==> src/rtl/iqs_pkg.sv <==
`timescale 1ns / 1ps
package iqs_pkg;

  localparam int IDX_W  = 31;
  localparam int KEY_W  = 64;
  localparam int ITEM_W = IDX_W + KEY_W;

  // Configuration register indexes.
  localparam logic REG_KEY_IS_DOUBLE = 1'b0;
  localparam logic REG_ASCENDING     = 1'b1;

  // Magnitude of an infinity; anything above it is a NaN.
  localparam logic [62:0] EXP_ALL = 63'h7FF0_0000_0000_0000;

  typedef enum logic [3:0] {
    ST_IDLE,
    ST_POP_RD,
    ST_POP_CHK,
    ST_PIVOT,
    ST_SCAN_RD,
    ST_SCAN_CMP,
    ST_SWAP_J,
    ST_FIN_RD,
    ST_FIN_WR_HI,
    ST_FIN_WR_P,
    ST_PUSH_HI,
    ST_PUSH_LO,
    ST_EMIT
  } state_t;

  // Commands from the controller to the datapath.
  typedef struct packed {
    logic load;
    logic sort_start;
    logic pop_rd;
    logic pop_chk;
    logic pivot;
    logic scan_rd;
    logic scan_wp;
    logic scan_skip;
    logic swap_j;
    logic fin_rd;
    logic fin_wr_hi;
    logic fin_wr_p;
    logic push_hi;
    logic push_lo;
    logic emit;
  } cmd_t;

  // Status from the datapath to the controller.
  typedef struct packed {
    logic sort_now;
    logic multi;
    logic range_ok;
    logic scan_done;
    logic ahead;
    logic push_lo_ok;
    logic stack_empty;
    logic emit_last;
  } status_t;

  function automatic logic [63:0] dbl_order(input logic [63:0] v);
    dbl_order = v[63] ? ~v : {1'b1, v[62:0]};
  endfunction

  // Double compare: NaN compares false, the two zeros compare equal.
  function automatic logic dbl_less(input logic [63:0] a, input logic [63:0] b);
    logic nan;
    logic zeros;
    nan   = (a[62:0] > EXP_ALL) || (b[62:0] > EXP_ALL);
    zeros = (a[62:0] == '0) && (b[62:0] == '0);
    dbl_less = !nan && !zeros && (dbl_order(a) < dbl_order(b));
  endfunction

  function automatic logic key_less(input logic [63:0] a, input logic [63:0] b,
                                    input logic dbl);
    key_less = dbl ? dbl_less(a, b) : ($signed(a[31:0]) < $signed(b[31:0]));
  endfunction

  function automatic logic goes_before(input logic [63:0] a, input logic [63:0] piv,
                                       input logic dbl, input logic asc);
    goes_before = asc ? key_less(a, piv, dbl) : key_less(piv, a, dbl);
  endfunction

endpackage

==> src/rtl/iqs_ctrl.sv <==
`timescale 1ns / 1ps
module iqs_ctrl (
  input  logic            clk,
  input  logic            rst,
  input  logic            start,
  input  iqs_pkg::status_t sts,
  output iqs_pkg::cmd_t    cmd,
  output logic            busy
);
  import iqs_pkg::*;

  state_t state;
  state_t state_next;

  // State register.
  always_ff @(posedge clk) begin
    if (rst) begin
      state <= ST_IDLE;
    end else begin
      state <= state_next;
    end
  end

  // Next state.
  always_comb begin
    state_next = state;
    unique case (state)
      ST_IDLE: begin
        if (start && sts.sort_now) begin
          state_next = sts.multi ? ST_POP_RD : ST_EMIT;
        end
      end
      ST_POP_RD:    state_next = ST_POP_CHK;
      ST_POP_CHK: begin
        if (sts.range_ok) begin
          state_next = ST_PIVOT;
        end else begin
          state_next = sts.stack_empty ? ST_EMIT : ST_POP_RD;
        end
      end
      ST_PIVOT:     state_next = ST_SCAN_RD;
      ST_SCAN_RD:   state_next = sts.scan_done ? ST_FIN_RD : ST_SCAN_CMP;
      ST_SCAN_CMP:  state_next = sts.ahead ? ST_SWAP_J : ST_SCAN_RD;
      ST_SWAP_J:    state_next = ST_SCAN_RD;
      ST_FIN_RD:    state_next = ST_FIN_WR_HI;
      ST_FIN_WR_HI: state_next = ST_FIN_WR_P;
      ST_FIN_WR_P:  state_next = ST_PUSH_HI;
      ST_PUSH_HI:   state_next = ST_PUSH_LO;
      ST_PUSH_LO: begin
        state_next = (sts.stack_empty && !sts.push_lo_ok) ? ST_EMIT : ST_POP_RD;
      end
      ST_EMIT:      state_next = sts.emit_last ? ST_IDLE : ST_EMIT;
      default:      state_next = ST_IDLE;
    endcase
  end

  // Command decode.
  always_comb begin
    cmd            = '0;
    cmd.load       = (state == ST_IDLE) && start;
    cmd.sort_start = (state == ST_IDLE) && start && sts.sort_now;
    cmd.pop_rd     = (state == ST_POP_RD);
    cmd.pop_chk    = (state == ST_POP_CHK);
    cmd.pivot      = (state == ST_PIVOT);
    cmd.scan_rd    = (state == ST_SCAN_RD) && !sts.scan_done;
    cmd.scan_wp    = (state == ST_SCAN_CMP) && sts.ahead;
    cmd.scan_skip  = (state == ST_SCAN_CMP) && !sts.ahead;
    cmd.swap_j     = (state == ST_SWAP_J);
    cmd.fin_rd     = (state == ST_FIN_RD);
    cmd.fin_wr_hi  = (state == ST_FIN_WR_HI);
    cmd.fin_wr_p   = (state == ST_FIN_WR_P);
    cmd.push_hi    = (state == ST_PUSH_HI);
    cmd.push_lo    = (state == ST_PUSH_LO);
    cmd.emit       = (state == ST_EMIT);
    busy           = (state != ST_IDLE);
  end

  // Loads only happen while idle, a compare always follows a store read, and
  // the final result beat returns the controller to idle.
  a_load_idle: assert property (@(posedge clk) disable iff (rst)
    cmd.load |-> !busy) else $error("load while busy");
  a_cmp_follows_rd: assert property (@(posedge clk) disable iff (rst)
    state == ST_SCAN_CMP |-> $past(state) == ST_SCAN_RD) else $error("compare without read");
  a_emit_ends_idle: assert property (@(posedge clk) disable iff (rst)
    (state == ST_EMIT && sts.emit_last) |=> state == ST_IDLE) else $error("emit overrun");

endmodule

==> config.mk <==
export PLATFORM = sky130hd
export DESIGN_NAME = iqs_ctrl
export DESIGN_NICKNAME = d
export VERILOG_FILES = /design/src/rtl/iqs_pkg.sv /design/src/rtl/iqs_ctrl.sv
export SDC_FILE = /design/constraint.sdc
export NUM_CORES = 1
export LEC_CHECK = 0
export BUFFER_PORTS_ARGS = -buffer_cell sky130_fd_sc_hd__clkbuf_2
export CORE_AREA = 8 8 45 47
export DETAILED_ROUTE_END_ITERATION = 7
export DIE_AREA = 0 0 53 55
export GPL_TIMING_DRIVEN = 0
export PLACE_DENSITY = 0.68
export SYNTH_ARGS = -nofsm -noshare
export SYNTH_HDL_FRONTEND = slang
export SYNTH_SLANG_ARGS = --single-unit
==> constraint.sdc <==
create_clock -name clk -period 1.2 [get_ports clk]
set_clock_uncertainty 0.2 [all_clocks]
set_input_delay 0 -clock clk [delete_from_list [all_inputs] [get_ports clk]]
set_output_delay 0 -clock clk [all_outputs]
set_load 0.03 [all_outputs]
==> results by group <==
Critical path
  • Crit path capture type: output pin
  • CP max stage delay: about 0.36 ns
  • Worst Reg-to-Reg Cells: 4
  • Critical Path AT: about 1.2 ns
  • Crit start category: flip-flop
  • Crit-path cells: buf_8, nand2b_4, nor3_4, clkbuf_8
  • Register-to-register setup slack: -0.24 ns
  • Slowest cell on the critical path: dfxtp_4
  • Worst path bufs/invs: 2
  • Required @ worst endpoint: 1.00 ns
  • Critical path depth in cells: 4
  • Kind of critical path: reg -> out
  • Crit path max-delay family: flip-flops
  • Max Fanout on Critical Path: 6

Run
  • # Max-Cap Violations: 0

Yosys
  • Top_reg_cell synth: dfxtp_1
  • Synthesis-stage register bit count: 4
  • Synth Area per Inst: 7.39 µm²
  • YS warnings: 0
  • Synth cell types: 31
  • Sequential area share after synthesis: between 10% and 20%
  • Async SR Flop Fraction: 0%
  • Post-synth EDFFs: 0
  • Mapped Cells: between 60 and 70
  • Post-Syn Area: 458 µm²
  • Syn nets: 73

STA
  • Unrepaired setup endpoints after global routing: true
  • Fmax: 0.693 GHz
  • Slew @ Worst Pin: approximately 0.32 ns
  • Min Hold Slack: around 0.091 ns
  • Fin crit share: 120%
  • Fin worst setup slack: -0.243 ns
  • Slew headroom: about four fifths
  • Minimum clock period after layout: 1.44 ns
  • Slew Viols, Final: 0
  • Fin. Hold Viols: 0
  • Final setup viols: 20

CTS
  • CTS sink cnt: 4
  • Longest Clk Path Bufs: 2
  • Root Buffer: clkbuf_4
  • Total CTS buffers: 3
  • Clock slew at reported path FFs: approximately 0.040 ns
  • Clock Latency Late Sink: around 0.24 ns
  • CTS H-tree depth: 1
  • CTS tree: built

Pwr
  • Worst VDD drop: around 1400 µV
  • Pwr dens: between 2000 and 2500 nW/µm²
  • Leakage: ~0.47 nW
  • Power Total: about 2.3 mW

Place
  • Gpl congestion: roughly 0.89
  • Final HPWL DP: roughly 1100 µm
  • IO buf count: 26
  • Placed cell areas: ~710 µm²
  • Pre-CTS WS: -0.408 ns

Detailed routing
  • Detailed Route Iter0 Violations: 10
  • Vias per std cell: between 5 and 6
  • Drt pass-1 iters: 4
  • Wire length on met2: ~970 µm
  • Via count: 667
  • DRC viols: 0
  • Wirelength per Cell: 15.6 µm
  • DRT Wirelength: about 1900 µm
  • Antenna Violating Nets Remaining: 0
  • DR WL met3: approximately 130 µm
  • Met1 WL: 738 µm
  • Highest metal used: met4

Layout
  • Core Util, Final: 80.3%
  • Design Area, Final: 1110 µm²
  • Regs by FF count: state x4
  • ANT cells: 0
  • Layout fillers: 85
  • Synth-to-Final Area Change: 143%
  • Fin nets: 117
  • Largest register FFs: 4
  • Reg with most FFs: state
  • Layout cells sized above 1: 69.2%

Global route
  • Grt total ovfl: 0
  • Initial antenna violation count: 0
  • Pin count of the biggest net entering global routing: 11
  • First-pass GRT wire length: 2870 µm
  • Vias in the first global route: ~600
  • Tot GR Track Use: about an eighth

Floorplan
  • Row count: 14
  • Starting Density: ~33%
  • Die width: ~53 µm
  • Die H: 55 µm
  • Core Box Area: 1380 µm²
  • DIE AREA: approximately 2900 µm²
  • IO Count: 27

Outcome
  • Failing checks: setup timing
  • Status: finished with violations

Min path
  • Class of the worst hold path: in -> reg
  • Worst Hold Depth: 4
==> metrics by stage <==
stage | std cells | TNS [ns]
final | 120 | -3.97
after global routing | 120 | -5.08
after CTS | 117 | -4.00
after detailed placement | 104 | -3.18
after global placement | 104 | -3.11
after floorplan | 62 | -1.79
==> cells in the final DEF (no fill, tap or decap), types with 3 or more instances in the layout <==
cell type / n
nand2b_4: 3
buf_6: 5
dlygate4sd3_1: 7
nor2_4: 4
a31oi_1: 4
clkbuf_4: 3
buf_4: 4
buf_8: 8
clkbuf_8: 9
dfxtp_4: 3
nor3_4: 4
clkbuf_2: 10
inv_1: 3
nor2_2: 3
==> metal layers <==
layer | vias up | global-route usage, %
met2 | 31 | 20.7
met5 | - | 0
met3 | 4 | 4.01
met4 | 0 | 7.76
li1 | 324 | -
met1 | 308 | 15.0
==> worst paths after layout <==
path,to,from
worst min-delay path,state[3],sts[1]
worst min register to register,state[1],state[0]
worst max register to register,state[2],state[2]
worst max-delay path,cmd[7],state[1]
==> synthesized netlist by cell type, types with 2 or more instances <==
cell type,n,share of area [%]
nand2b_1,5,6.8
a21o_1,2,3.3
nor3_1,6,6.6
nor2_1,7,5.7
and3_1,2,2.7
o21ai_0,3,3.3
buf_6,2,4.9
a31oi_1,4,5.5
buf_4,2,3.3
dfxtp_1,4,17
nand2_1,3,2.5
inv_1,3,2.5
==> worst reg2reg max path, stage by stage (launching register included) <==
cell and delay, ns:
dfxtp_2 0.32, buf_6 0.13, and4b_2 0.33, a32oi_2 0.13, a31oi_1 0.23
==> cell families (layout without fill, tap and decap cells) <==
family	after synthesis	count (layout)	share of synthesized area, %
mux	1	1	2.46
flops	4	4	17.5
compound gates	17	17	26.0
buf+inv	8	50	11.7
simple gates	32	32	42.4
==> layout make-up <==
class	instances	area [µm²]	share of cell area [%]
clock buffers	3	22.5	2.03
flip-flops and latches	4	92.6	8.33
inverters	3	11.3	1.01
well taps	16	20.0	1.80
plain buffers	5	63.8	5.74
multi-input cells	50	489	44.0
repair buffers	39	412	37.0
==> what timing repair did <==
| item | 4_1_cts | 5_1_grt |
|---|---|---|
| hold endpoints to repair | 4 | 0 |
| gates resized for setup | 53 | 17 |
| gates cloned | 1 | 1 |
| buffers inserted | 2 | 2 |
| endpoints found under the setup margin | 20 | 20 |
| hold buffers | 7 | 0 |
| pin swaps | 2 | 10 |
==> where the power goes <==
part | leakage (nW) | switching, mW | total [mW] | internal [mW]
clock network | 0.0138 | 0.0607 | 0.173 | 0.112
logic | 0.419 | 0.945 | 1.82 | 0.873
registers | 0.0353 | 0.0997 | 0.306 | 0.206
total | 0.468 | 1.11 | 2.30 | 1.19
Power figures use the tool's default switching activity.
